[src/hdl/d2n_pkg.sv]
package d2n_pkg;

    localparam int DEPTH_W  = 32;
    localparam int COL_W    = 12;
    localparam int ROW_W    = 16;
    localparam int CWID_W   = 13;
    localparam int NXY_W    = 16;
    localparam int NZ_W     = 15;
    localparam int TDATA_W  = 80;
    localparam int CFG_A_W  = 1;
    localparam int CFG_D_W  = 16;

    // Register indexes of the configuration port.
    localparam logic [CFG_A_W-1:0] CFG_WIDTH  = 1'b0;
    localparam logic [CFG_A_W-1:0] CFG_HEIGHT = 1'b1;

    localparam logic [CWID_W-1:0] WIDTH_RST  = 13'd640;
    localparam logic [ROW_W-1:0]  HEIGHT_RST = 16'd480;

    // Job queue between front and back.
    localparam int QUEUE_DEPTH = 4;
    localparam int QPTR_W      = 2;
    localparam int QCNT_W      = 3;

    // Arithmetic widths of the normalizer.
    localparam int DIFF_W = 34;
    localparam int MAG_W  = 30;
    localparam int SQ_W   = 60;
    localparam int SUM_W  = 62;
    localparam int ROOT_W = 31;
    localparam int Q_W    = 15;
    localparam int NUM_W  = 46;
    localparam int DEN_W  = 32;

    typedef struct packed {
        logic [CWID_W-1:0] width;
        logic [ROW_W-1:0]  height;
    } cfg_t;

    typedef struct packed {
        logic signed [DEPTH_W-1:0] left;
        logic signed [DEPTH_W-1:0] right;
        logic signed [DEPTH_W-1:0] top;
        logic signed [DEPTH_W-1:0] bottom;
        logic                      dx2;
        logic                      dy2;
        logic [COL_W-1:0]          col;
        logic [ROW_W-1:0]          row;
        logic                      last;
    } job_t;

    typedef struct packed {
        logic row_end;
    } front_stat_t;

    typedef struct packed {
        logic [QCNT_W-1:0] count;
        logic              full;
    } queue_stat_t;

endpackage

[src/hdl/d2n_queue.sv]
module d2n_queue (
    input  logic                  clk,
    input  logic                  rst_n,
    input  logic                  push,
    input  d2n_pkg::job_t         din,
    input  logic                  pop,
    output logic                  valid,
    output d2n_pkg::job_t         dout,
    output d2n_pkg::queue_stat_t  stat
);

    d2n_pkg::job_t queue_reg [0:d2n_pkg::QUEUE_DEPTH-1];
    logic [d2n_pkg::QPTR_W-1:0] wr_ptr_reg, rd_ptr_reg;
    logic [d2n_pkg::QCNT_W-1:0] count_reg;
    logic do_push, do_pop;

    assign stat.full  = (count_reg == d2n_pkg::QCNT_W'(d2n_pkg::QUEUE_DEPTH));
    assign stat.count = count_reg;
    assign valid      = (count_reg != '0);
    assign dout       = queue_reg[rd_ptr_reg];
    assign do_push    = push && !stat.full;
    assign do_pop     = pop && valid;

    always_ff @(posedge clk or negedge rst_n)
    begin
        if (!rst_n)
        begin
            wr_ptr_reg <= '0;
            rd_ptr_reg <= '0;
            count_reg  <= '0;
        end
        else
        begin
            if (do_push)
            begin
                wr_ptr_reg <= wr_ptr_reg + d2n_pkg::QPTR_W'(1);
            end
            if (do_pop)
            begin
                rd_ptr_reg <= rd_ptr_reg + d2n_pkg::QPTR_W'(1);
            end
            if (do_push && !do_pop)
            begin
                count_reg <= count_reg + d2n_pkg::QCNT_W'(1);
            end
            else if (do_pop && !do_push)
            begin
                count_reg <= count_reg - d2n_pkg::QCNT_W'(1);
            end
        end
    end

    always_ff @(posedge clk)
    begin
        if (do_push)
        begin
            queue_reg[wr_ptr_reg] <= din;
        end
    end

endmodule

[config.mk]
export PLATFORM = sky130hd
export DESIGN_NAME = d2n_queue
export DESIGN_NICKNAME = d
export VERILOG_FILES = /design/src/hdl/d2n_pkg.sv /design/src/hdl/d2n_queue.sv
export SDC_FILE = /design/constraint.sdc
export NUM_CORES = 1
export LEC_CHECK = 0
export BUFFER_PORTS_ARGS = -buffer_cell sky130_fd_sc_hd__buf_2
export CORE_ASPECT_RATIO = 2
export CORE_MARGIN = 2
export CORE_UTILIZATION = 45
export CTS_CLUSTER_SIZE = 30
export DETAILED_ROUTE_END_ITERATION = 7
export MAX_ROUTING_LAYER = met4
export PLACE_DENSITY = 0.75
export REMOVE_ABC_BUFFERS = 1
export SKIP_LAST_GASP = 1
export SLEW_MARGIN = 10
export SYNTH_ARGS = -nofsm -noshare
export SYNTH_HDL_FRONTEND = slang
export SYNTH_SLANG_ARGS = --single-unit
[constraint.sdc]
create_clock -name clk -period 5.2 [get_ports clk]
set_clock_uncertainty 0.15 [all_clocks]
set_input_delay 0.52 -clock clk [delete_from_list [all_inputs] [get_ports clk]]
set_output_delay 0.52 -clock clk [all_outputs]
set_load 0.02 [all_outputs]
== Word level (Yosys, flattened, before mapping) ==
Memories as Yosys holds them, arrays and structs flattened.
Cells that the tools add are included.

* Word-level logic and storage cells: 22
* Output and inout bits: 164
* Memory bits (writable): 636
* Register bits: 7
* Bits of input ports: 163
* Memories: 1

{| class="wikitable"
|+ Memories
! memory !! depth !! bits a word !! rd ports !! clocked after Yosys merged registers in !! wr ports !! line !! source
|-
| queue_reg || 4 || 159 || 1 || 0 || 1 || d2n_queue.sv:12 || <nowiki>d2n_pkg::job_t queue_reg [0:d2n_pkg::QUEUE_DEPTH-1];</nowiki>
|}

* $add $sub $neg: 4
* Eq/ne operators: 1
* Muxes and demuxes: 4
* Reductions and logical operators: 9

{| class="wikitable"
|+ Operators by type and width
! cell !! count
|-
| $mux W3 || 2
|-
| $add A2 B1 Y2 const B || 2
|-
| $logic_and A1 B1 Y1 || 4
|-
| $add A3 B1 Y3 const B || 1
|-
| $eq A3 B3 Y1 const B || 1
|-
| $logic_not A1 Y1 || 3
|-
| $reduce_bool A3 Y1 || 1
|-
| $sub A3 B1 Y3 const B || 1
|-
| $mux W1 || 2
|-
| $reduce_bool A2 Y1 || 1
|}

== Logic depth before layout (Yosys ltp) ==
Gate-level depths: netlist of run 1.

* Word-level depth: 7
* Mapped depth: 9
* Gate-level depth less buffers: 8

== Worst setup path before layout of run 1 ==
No wires, ideal clock.

* Path kind: register -> register
* Start: reg count_reg[0] (netlist name)
* End: mem queue_reg[0][0] (netlist name), enable pin
* Arrival: 4657 ps
* Slack: -145 ps
* Data required time: 4512 ps
* Library setup time: 538 ps
* Cell stages (with the launch flop): 5
* Period minus slack after synthesis: 5345 ps
* Cells stage by stage: dfrtp_1 > nor3b_1 > nor2b_1 > buf_2 > and2_1

{| class="wikitable"
|+ RTL lines
! element !! line !! source
|-
| from (decl) || d2n_queue.sv:14 || <nowiki>logic [d2n_pkg::QCNT_W-1:0] count_reg;</nowiki>
|-
| from (signal assigned) || d2n_queue.sv:44 || <nowiki>count_reg <= count_reg + d2n_pkg::QCNT_W'(1);</nowiki>
|-
| from (signal assigned) || d2n_queue.sv:48 || <nowiki>count_reg <= count_reg - d2n_pkg::QCNT_W'(1);</nowiki>
|-
| to (decl) || d2n_queue.sv:12 ||
|}

==> impl_metrics.json, run 1 <==
{
  "hp-class": "input pin to flip-flop",
  "outcome": "completed",
  "synth_top_area_share_pct": 81.9,
  "setup_viol": 0,
  "largest_reg_flops": 636,
  "routed.top_layer": "met4",
  "synth.most_common_cell": "edfxtp_1",
  "fmax_ghz": 0.279,
  "portBuffers": 326,
  "gp_congestion": 0.747,
  "clockRootBuffer": "clkbuf_16",
  "synth_top_area_cell": "edfxtp_1",
  "dp_slack_ps": 2130,
  "ant_nets": 0,
  "grt_pass1_wl_mm": 71.7,
  "crit_slowest_cell": "dfrtp_4",
  "clk_path_buf_depth": 3,
  "die_w_um": 165,
  "hold_path_depth": 1,
  "vias_per_cell": 5.24,
  "path_cells": "buf_4 -> mux4_2 -> buf_2",
  "synthesis.area_um2": 23300,
  "drive_gt1_share_pct": 41.2,
  "synth_common_cells": "edfxtp_1, mux4_2, buf_2",
  "start_util_pct": 45.3,
  "via_count": 11000,
  "ys_async_sr_fraction_pct": 1.09,
  "pin_count": 327,
  "layout_min_cycle_time_ps": 3580,
  "grt_start_max_net_pins": 87,
  "placed_area_um2": 25800,
  "synthCells": 866,
  "fin_crit_sh_pct": 68.9,
  "crit_fanout": 47,
  "overflow": 0,
  "yosys_warnings": 0,
  "r2r_start": "count_reg[2]$_DFFE_PN0P_",
  "yosysSeqAreaShare_pct": 82.6,
  "n_fill_cell": 3728,
  "synth_top_flop_cell": "edfxtp_1",
  "cts_buffers": 53,
  "hold_ws_ps": 36.5,
  "ctsResizeCount": 0,
  "h-tree-depth": 2,
  "cts_tree": "built",
  "crit_buf_inv": 2,
  "yosys-top-cells-area": "edfxtp_1, mux4_2, dfrtp_1",
  "hold_path_end": "queue_reg[2][87]$_DFFE_PP_",
  "required_ps": 4530,
  "postSynthAreaPerCell_um2": 26.9,
  "synth_cell_types": 19,
  "cts_hold_buf": 158,
  "yosys_register_bits": 643,
  "dieArea_um2": 53800,
  "area_growth_pct": 25.1,
  "cts_num_sinks": 643,
  "drc": 0,
  "track_usage_pct": 18.5,
  "wl_met2_mm": 25.5,
  "critical_path_class": "flip-flop to output pin",
  "rows": 118,
  "reg2regPathDepth": 4,
  "r2r_end": "queue_reg[0][156]$_DFFE_PP_",
  "hp-start": "din[87]",
  "cp-end-kind": "output pin",
  "r2r_slack_ps": 2400,
  "wl_mm": 47.8,
  "worstSkewPairLatency_ps": 580,
  "detail_route.wl_per_cell_um": 22.8,
  "dr_wl_met3_mm": 2.62,
  "max_cap_viol_count": 0,
  "first_global_vias": 12100,
  "wl_met1_mm": 17.7,
  "drt-initial-drc-count": 909,
  "die_h_um": 326,
  "peakVddDrop_v": 0.000473,
  "rsz0062_at_grt": "no",
  "power.leakage_nw": 9.96,
  "drtPass1Iterations": 5,
  "hpwl_mm": 28.1,
  "slowest_delay_ps": 1120,
  "drv_slew": 0,
  "post-cts-setup-buffers": 0,
  "final_nets": 1554,
  "power.density_nw_per_um2": 570,
  "worst_pin_slew_ps": 1130,
  "arrival_ps": 2910,
  "max_slew_margin_pct": 24.7,
  "clk_pin_slew_ps": 60,
  "hold_viol": 0,
  "design_area_um2": 29200,
  "synth_edf_count": 636,
  "worstSetupStartpointType": "flip-flop",
  "setup_ws_ps": 1620,
  "fin_setup_tns_ps": 0,
  "path_delay_family": "flip-flops",
  "antenna_found_initial": 8,
  "core_um2": 51500
}
-- cells in the final DEF (no fill, tap or decap), drive strengths merged --
cell	instances
nand2	1
mux4	159
buf	343
dfrtp	7
mux2	2
or3	1
clkbuf	63
nor2	1
nor2b	1
edfxtp	636
xnor2	4
inv	4
bufinv	8
clkinvlp	5
xor2	2
clkinv	22
diode	8
fa	1
and2	4
nand3	1
nor3b	1
dlygate4sd3	158
ha	5
-- how the worst max path moves through the flow --
stage	cells past startpoint	from	end
after floorplan	1	rd_ptr_reg[0]$_DFFE_PN0P_	dout[0]
after global placement	3	rd_ptr_reg[0]$_DFFE_PN0P_	dout[112]
after detailed placement	3	rd_ptr_reg[0]$_DFFE_PN0P_	dout[61]
after CTS	3	rd_ptr_reg[0]$_DFFE_PN0P_	dout[61]
after global routing	3	rd_ptr_reg[0]$_DFFE_PN0P_	dout[61]
final	3	rd_ptr_reg[0]$_DFFE_PN0P_	dout[61]
-- metal layers --
| metal | up-vias | global-route usage (%) |
|---|---|---|
| met2 | 383 | 31.6 |
| met3 | 98 | 3.14 |
| met1 | 5694 | 21.4 |
| met4 | 0 | 7.66 |
| met5 | - | - |
| li1 | 4807 | - |
-- worst reg2reg max path, stage by stage, from the launching register on --
cell     delay (ps)
dfrtp_1         410
nor3b_1         160
nor2b_1         480
and2_4          660
buf_4           570
-- logic make-up (layout without fill, tap and decap cells) --
kind of cell	count (synthesis)	in the layout	synth area share, %
flops	643	643	82.6
xor+xnor	6	6	0.225
buf+inv	40	603	1.10
simple gates	10	10	0.247
other cells	0	8	0
fa+ha+maj	6	6	0.354
mux	161	161	15.4
-- stage by stage --
stage	util [%]	cells	total power (W)
final	56.7	2097	0.0167
after global routing	56.7	2097	0.0174
after CTS	56.6	2089	0.0169
after detailed placement	50.1	1832	0.0127
after global placement	50.1	1832	0.0126
after floorplan	-	829	0.0110
-- cell type report --
class                           count  area, um^2  area share (%)
Timing Repair Buffer              501        3450            11.8
Tap cell                          660         826            2.83
Antenna cell                        8        20.0          0.0686
Multi-Input combinational cell    183        3810            13.0
Inverter                            3        11.3          0.0386
Sequential cell                   643       19300            66.0
Clock buffer                       63        1410            4.82
Clock inverter                     36         389            1.33
-- power breakdown --
part	total, W	switching [W]	internal (W)	leakage (nW)
combinational	0.00527	0.00309	0.00217	3.19
clock	0.00407	0.00174	0.00233	0.864
sequential	0.00731	0.000462	0.00685	5.91
total	0.0167	0.00530	0.0114	9.96
Note: power is estimated with default switching activity, not from simulation.
==> inputs of run 2 (changes only) <==
- PLACE_DENSITY: 0.75 -> 0.72
- clock period: 5.2 -> 3.6 ns (I/O delays scaled with it)
==> run 2 against run 1 <==
Net effect:
- non-clock buffer count grew 5
- critical path depth is the same
- final cell count grew 0.38%
==> impl_metrics.json, run 2 (synthesis gave the netlist of run 1 again) <==
{
  "outcome": "completed",
  "critical_path_class": "flip-flop to output pin",
  "p_int_w": 0.0162,
  "grt_start_max_net_pins": 95,
  "netSwitchingPower_w": 0.00759,
  "register_area_um2": 19300,
  "clk_path_buf_depth": 3,
  "antenna_found_initial": 11,
  "drive_gt1_share_pct": 41.1,
  "start_util_pct": 45.3,
  "clkPwrFrac_pct": 23.6,
  "path_cells": "buf_4 -> mux4_2 -> buf_2",
  "drtPass1Iterations": 4,
  "cts_tree": "built",
  "final_cell_mix": "edfxtp_1, buf_2, dlygate4sd3_1, mux4_2, clkbuf_16",
  "gp_congestion": 0.790,
  "vias_per_cell": 5.21,
  "largest_reg_flops": 636,
  "multiInputGateArea_um2": 3810,
  "crit_buf_inv": 2,
  "n_fill_cell": 3702,
  "placed_area_um2": 25900,
  "path_delay_family": "flip-flops",
  "cts_buffers": 54,
  "fin_crit_sh_pct": 83.8,
  "track_usage_pct": 18.0,
  "rows": 118,
  "layout_min_cycle_time_ps": 3020,
  "clockRootBuffer": "clkbuf_16",
  "fin_setup_tns_ps": 0,
  "clk_pin_slew_ps": 70,
  "hold_viol": 0,
  "power_frac_comb_pct": 33.0,
  "ctsResizeCount": 0,
  "drv_slew": 0,
  "final_nets": 1560,
  "arrival_ps": 2510,
  "final_common_cell": "edfxtp_1",
  "total_power_w": 0.0237,
  "die_w_um": 165,
  "power.density_nw_per_um2": 813,
  "first_global_vias": 12100,
  "setup_viol": 0,
  "worstSkewPairLatency_ps": 590,
  "design_area_um2": 29200,
  "hp-class": "input pin to flip-flop",
  "grt_pass1_wl_mm": 69.7,
  "dieArea_um2": 53800,
  "overflow": 0,
  "ant_nets": 0,
  "power.leakage_nw": 9.97,
  "cp-end-kind": "output pin",
  "required_ps": 3090,
  "via_count": 11000,
  "area_growth_pct": 25.2,
  "die_h_um": 326,
  "fmax_ghz": 0.332,
  "peakVddDrop_v": 0.000568,
  "post-cts-setup-buffers": 0,
  "detail_route.wl_per_cell_um": 22.2,
  "rsz0062_at_grt": "no",
  "h-tree-depth": 2,
  "crit_slowest_cell": "dfrtp_4",
  "worst_pin_slew_ps": 658,
  "crit_fanout": 20,
  "worstSetupStartpointType": "flip-flop",
  "portBuffers": 326,
  "hpwl_mm": 27.5,
  "max_cap_viol_count": 0,
  "drt-initial-drc-count": 728,
  "wl_mm": 46.8,
  "drc": 0,
  "fin_util_pct": 56.7,
  "pin_count": 327,
  "core_um2": 51500,
  "max_slew_margin_pct": 56.2,
  "share_seq_of_total_power_pct": 43.4,
  "cts_num_sinks": 643,
  "switching_share_pct": 32.0,
  "slowest_delay_ps": 730
}
## run 2: cell types whose count changed in the layout (fill, tap and decap cells not counted), sizes merged
cell,delta
dlygate4sd3,+4
clkbuf,+3
clkinv,+4
buf,+1
bufinv,-4
clkinvlp,-4
inv,+1
diode,+3
## run 2: layout make-up
type	instances	share of cell area [%]
Sequential cell	643	66.0
Multi-Input combinational cell	183	13.0
Timing Repair Buffer	506	12.2
Clock buffer	66	4.85
Tap cell	660	2.83
Clock inverter	33	0.934
Antenna cell	11	0.0943
Inverter	3	0.0386
## run 2: power by group through the flow
stage / logic (W) / registers [W] / clock network [W]
6_report: 0.00783 / 0.0103 / 0.00560
5_1_grt: 0.00837 / 0.0104 / 0.00602
4_1_cts: 0.00803 / 0.0103 / 0.00577
3_5_place_dp: 0.00785 / 0.0105 / 0
3_3_place_gp: 0.00782 / 0.0104 / 0
2_1_floorplan: 0.00427 / 0.0110 / 0
## run 2: per-layer routing
layer	global-route usage, %	vias to the layer above	wire, um
met2	31.4	359	25400
met3	3.54	95	2650
met1	19.7	5686	17000
li1	-	4823	-
met5	-	-	0
met4	7.81	0	1840
## run 2: worst paths after layout
path | slack [ps] | startpoint | to | depth (start not counted)
worst max-delay path | 580 | rd_ptr_reg[0]$_DFFE_PN0P_ | dout[77] | 3
worst min-delay path | 140 | push | wr_ptr_reg[0]$_DFFE_PN0P_ | 3
worst max register to register | 1120 | count_reg[2]$_DFFE_PN0P_ | count_reg[2]$_DFFE_PN0P_ | 8
worst min register to register | 390 | count_reg[2]$_DFFE_PN0P_ | count_reg[2]$_DFFE_PN0P_ | 1
max in group asynchronous | 2430 | rst_n | rd_ptr_reg[0]$_DFFE_PN0P_ | 3
min in group asynchronous | 580 | rst_n | rd_ptr_reg[1]$_DFFE_PN0P_ | 3
## run 2: what timing repair did
| action | in CTS | in global routing |
|---|---|---|
| endpoints found under the setup margin | 0 | 0 |
| hold buffers | 162 | 0 |
| endpoints found under the hold margin | 645 | 0 |
## run 2: per-stage QoR
step	cells	hold WS, ps	setup WS [ps]
global route	2105	164	399
global placement	1833	53.1	1120
detailed placement	1833	56.2	1100
finish	2105	136	584
CTS	2094	98.8	481
floorplan	829	-85.6	-3840
## run 2: worst reg2reg max path, stage by stage, from the launching register on
cell and delay (ps):
dfrtp_1 420, nor3b_1 170, nor2b_1 470, ha_1 280
inv_1 70, fa_1 380, xor2_1 170, nor2_1 120
xor2_1 180
==> inputs of run 3 (changes only) <==
- ABC_AREA: default -> 1
- PLACE_DENSITY: 0.72 -> 0.74
- clock period: 3.6 -> 2.44 ns (I/O delays scaled with it)
==> run 3 against run 2 <==
Net effect:
- the run now ends with negative setup slack left
- die area increased by 11%
- cell area is 14% higher
- core utilization increased by 1.4 points
- sequential cell count is the same
- largest cell class unchanged
- critical endpoint is now dout[133]
- count of clock-buffer cells in the layout is 4 lower
- critical path type unchanged
- via count up 54%
- synthesized cell count rose by 120%
- power rose by 74%
- first-iteration DRC count is 53% higher
- wire length up 44%
- critical path depth increased by 4
==> impl_metrics.json, run 3 <==
{
  "overflow": 0,
  "wl_mm": 67.5,
  "cp-end-kind": "output pin",
  "fin_crit_sh_pct": 102,
  "vias_per_cell": 5.15,
  "cts_tree": "built",
  "drv_slew": 0,
  "yosys-top-cells-area": "edfxtp_1, o211ai_1, nand2_1",
  "worstSkewPairLatency_ps": 590,
  "final_nets": 2637,
  "fin_setup_tns_ps": -666,
  "clk_path_buf_depth": 3,
  "total_power_w": 0.0413,
  "dieArea_um2": 59600,
  "hold_viol": 0,
  "drtPass1Iterations": 5,
  "violations": "negative setup slack",
  "start_util_pct": 45.3,
  "clk_pin_slew_ps": 70,
  "drive_gt1_share_pct": 21.1,
  "layout_min_cycle_time_ps": 2500,
  "ys_async_sr_fraction_pct": 1.09,
  "area_growth_pct": 28.1,
  "portBuffers": 326,
  "fmax_ghz": 0.400,
  "pin_count": 327,
  "hold_ws_ps": 242,
  "synth_top_flop_cell": "edfxtp_1",
  "power.leakage_nw": 13.4,
  "core_um2": 57100,
  "grt_start_max_net_pins": 66,
  "synth_cell_types": 18,
  "largest_reg_flops": 636,
  "final_cell_mix": "edfxtp_1, nand2_1, inv_1, o211ai_1, buf_2",
  "die_h_um": 343,
  "rsz0062_at_grt": "yes",
  "antenna_found_initial": 15,
  "detail_route.wl_per_cell_um": 20.6,
  "synthesis.area_um2": 25900,
  "grt_pass1_wl_mm": 94.0,
  "max_cap_viol_count": 0,
  "worst_pin_slew_ps": 442,
  "synth.most_common_cell": "edfxtp_1",
  "yosys_warnings": 0,
  "setup_viol": 36,
  "max_slew_margin_pct": 70.5,
  "synth_common_cells": "edfxtp_1, nand2_1, inv_1",
  "peakVddDrop_v": 0.000931,
  "gp_congestion": 0.796,
  "track_usage_pct": 21.3,
  "hp-class": "input pin to flip-flop",
  "yosysSeqAreaShare_pct": 74.4,
  "synth_top_area_share_pct": 73.8,
  "dp_cells": 2951,
  "drt-initial-drc-count": 1113,
  "power.density_nw_per_um2": 1240,
  "h-tree-depth": 2,
  "rows": 124,
  "required_ps": 2050,
  "die_w_um": 174,
  "first_global_vias": 17100,
  "crit_fanout": 17,
  "cts_buffers": 52,
  "postSynthAreaPerCell_um2": 13.5,
  "synthCells": 1915,
  "synth_edf_count": 636,
  "final_common_cell": "edfxtp_1",
  "stdcell_count": 3282,
  "cts_num_sinks": 643,
  "synth_top_area_cell": "edfxtp_1",
  "dp_slack_ps": 286,
  "setup_ws_ps": -57.5,
  "outcome": "complete, but fails checks",
  "yosys_register_bits": 643,
  "hpwl_mm": 36.7,
  "arrival_ps": 2100,
  "n_fill_cell": 4252,
  "worstSetupStartpointType": "flip-flop",
  "clockRootBuffer": "clkbuf_16",
  "critical_path_class": "flip-flop to output pin",
  "drc": 0,
  "via_count": 16900,
  "ant_nets": 0
}
-- run 3: cell count changes after synthesis, sizes merged, moves of 2 or more --
| cell | before | now |
|---|---|---|
| and2 | 4 | 0 |
| nor2 | 1 | 4 |
| clkbuf | 6 | 13 |
| o211ai | 0 | 318 |
| nand3 | 1 | 7 |
| xnor2 | 4 | 1 |
| mux4 | 159 | 0 |
| mux2 | 2 | 0 |
| xor2 | 2 | 0 |
| inv | 3 | 334 |
| nand2 | 1 | 495 |
| buf | 31 | 92 |
-- run 3: cell families after synthesis --
logic type / synth area share [%]
flops: 74.4
compound gates: 9.30
xor+xnor: 0.0338
buf+inv: 8.51
simple gates: 7.39
fa+ha+maj: 0.319
-- run 3: worst max-delay path, stage by stage (launching register included) --
cell and delay (ps):
dfrtp_4 510, buf_16 180, inv_12 120, buf_4 230
nand2_1 100, o211ai_1 110, nand2_1 80, buf_2 160
-- run 3: final timing paths --
check	startpoint	to	slack [ps]	cells past startpoint
worst min register to register	wr_ptr_reg[1]$_DFFE_PN0P_	wr_ptr_reg[1]$_DFFE_PN0P_	400	2
min in group asynchronous	rst_n	rd_ptr_reg[1]$_DFFE_PN0P_	480	3
worst max register to register	count_reg[0]$_DFFE_PN0P_	count_reg[1]$_DFFE_PN0P_	310	10
worst max-delay path	rd_ptr_reg[0]$_DFFE_PN0P_	dout[133]	-60	7
worst min-delay path	din[20]	queue_reg[1][20]$_DFFE_PP_	240	2
max in group asynchronous	rst_n	rd_ptr_reg[0]$_DFFE_PN0P_	1360	3
-- run 3: report_power, final --
group,internal [W],switching [W]
registers,0.0145,0.000573
clock network,0.00432,0.00376
logic,0.00654,0.0116
-- run 3: through the flow --
step	cell area, um^2	util, %
6_report	33200	58.1
4_1_cts	32200	56.4
2_1_floorplan	24900	-
3_5_place_dp	28500	49.9
5_1_grt	33200	58.1
3_3_place_gp	28500	49.9
-- run 3: layout make-up --
class	count	area (um^2)	share of cell area [%]
diodes	17	42.5	0.128
clock buffers	62	1360	4.10
clock inverters	33	258	0.777
inverters	334	1310	3.94
multi-input cells	833	4450	13.4
flip-flops and latches	643	19300	58.1
well taps	756	946	2.85
repair buffers	591	5270	15.9
repair inverters	13	264	0.796
-- run 3: layer usage --
layer  up-vias  part of all wire, %  global-route usage, %
met1      8257                   35                   21.2
met5         -                    0                      -
met4         0                  4.5                   10.1
met2       632                   55                   40.5
met3       154                  5.3                   3.32
li1       7845                    -                      -
-- run 3: what timing repair did --
action                                 4_1_cts  5_1_grt
resized for setup                           41       84
endpoints found under the hold margin      648        0
gates cloned                                14       23
setup endpoints to repair                  159      151
buffers inserted                             7       14
hold buffers                               163        0
pin swaps                                    3       21
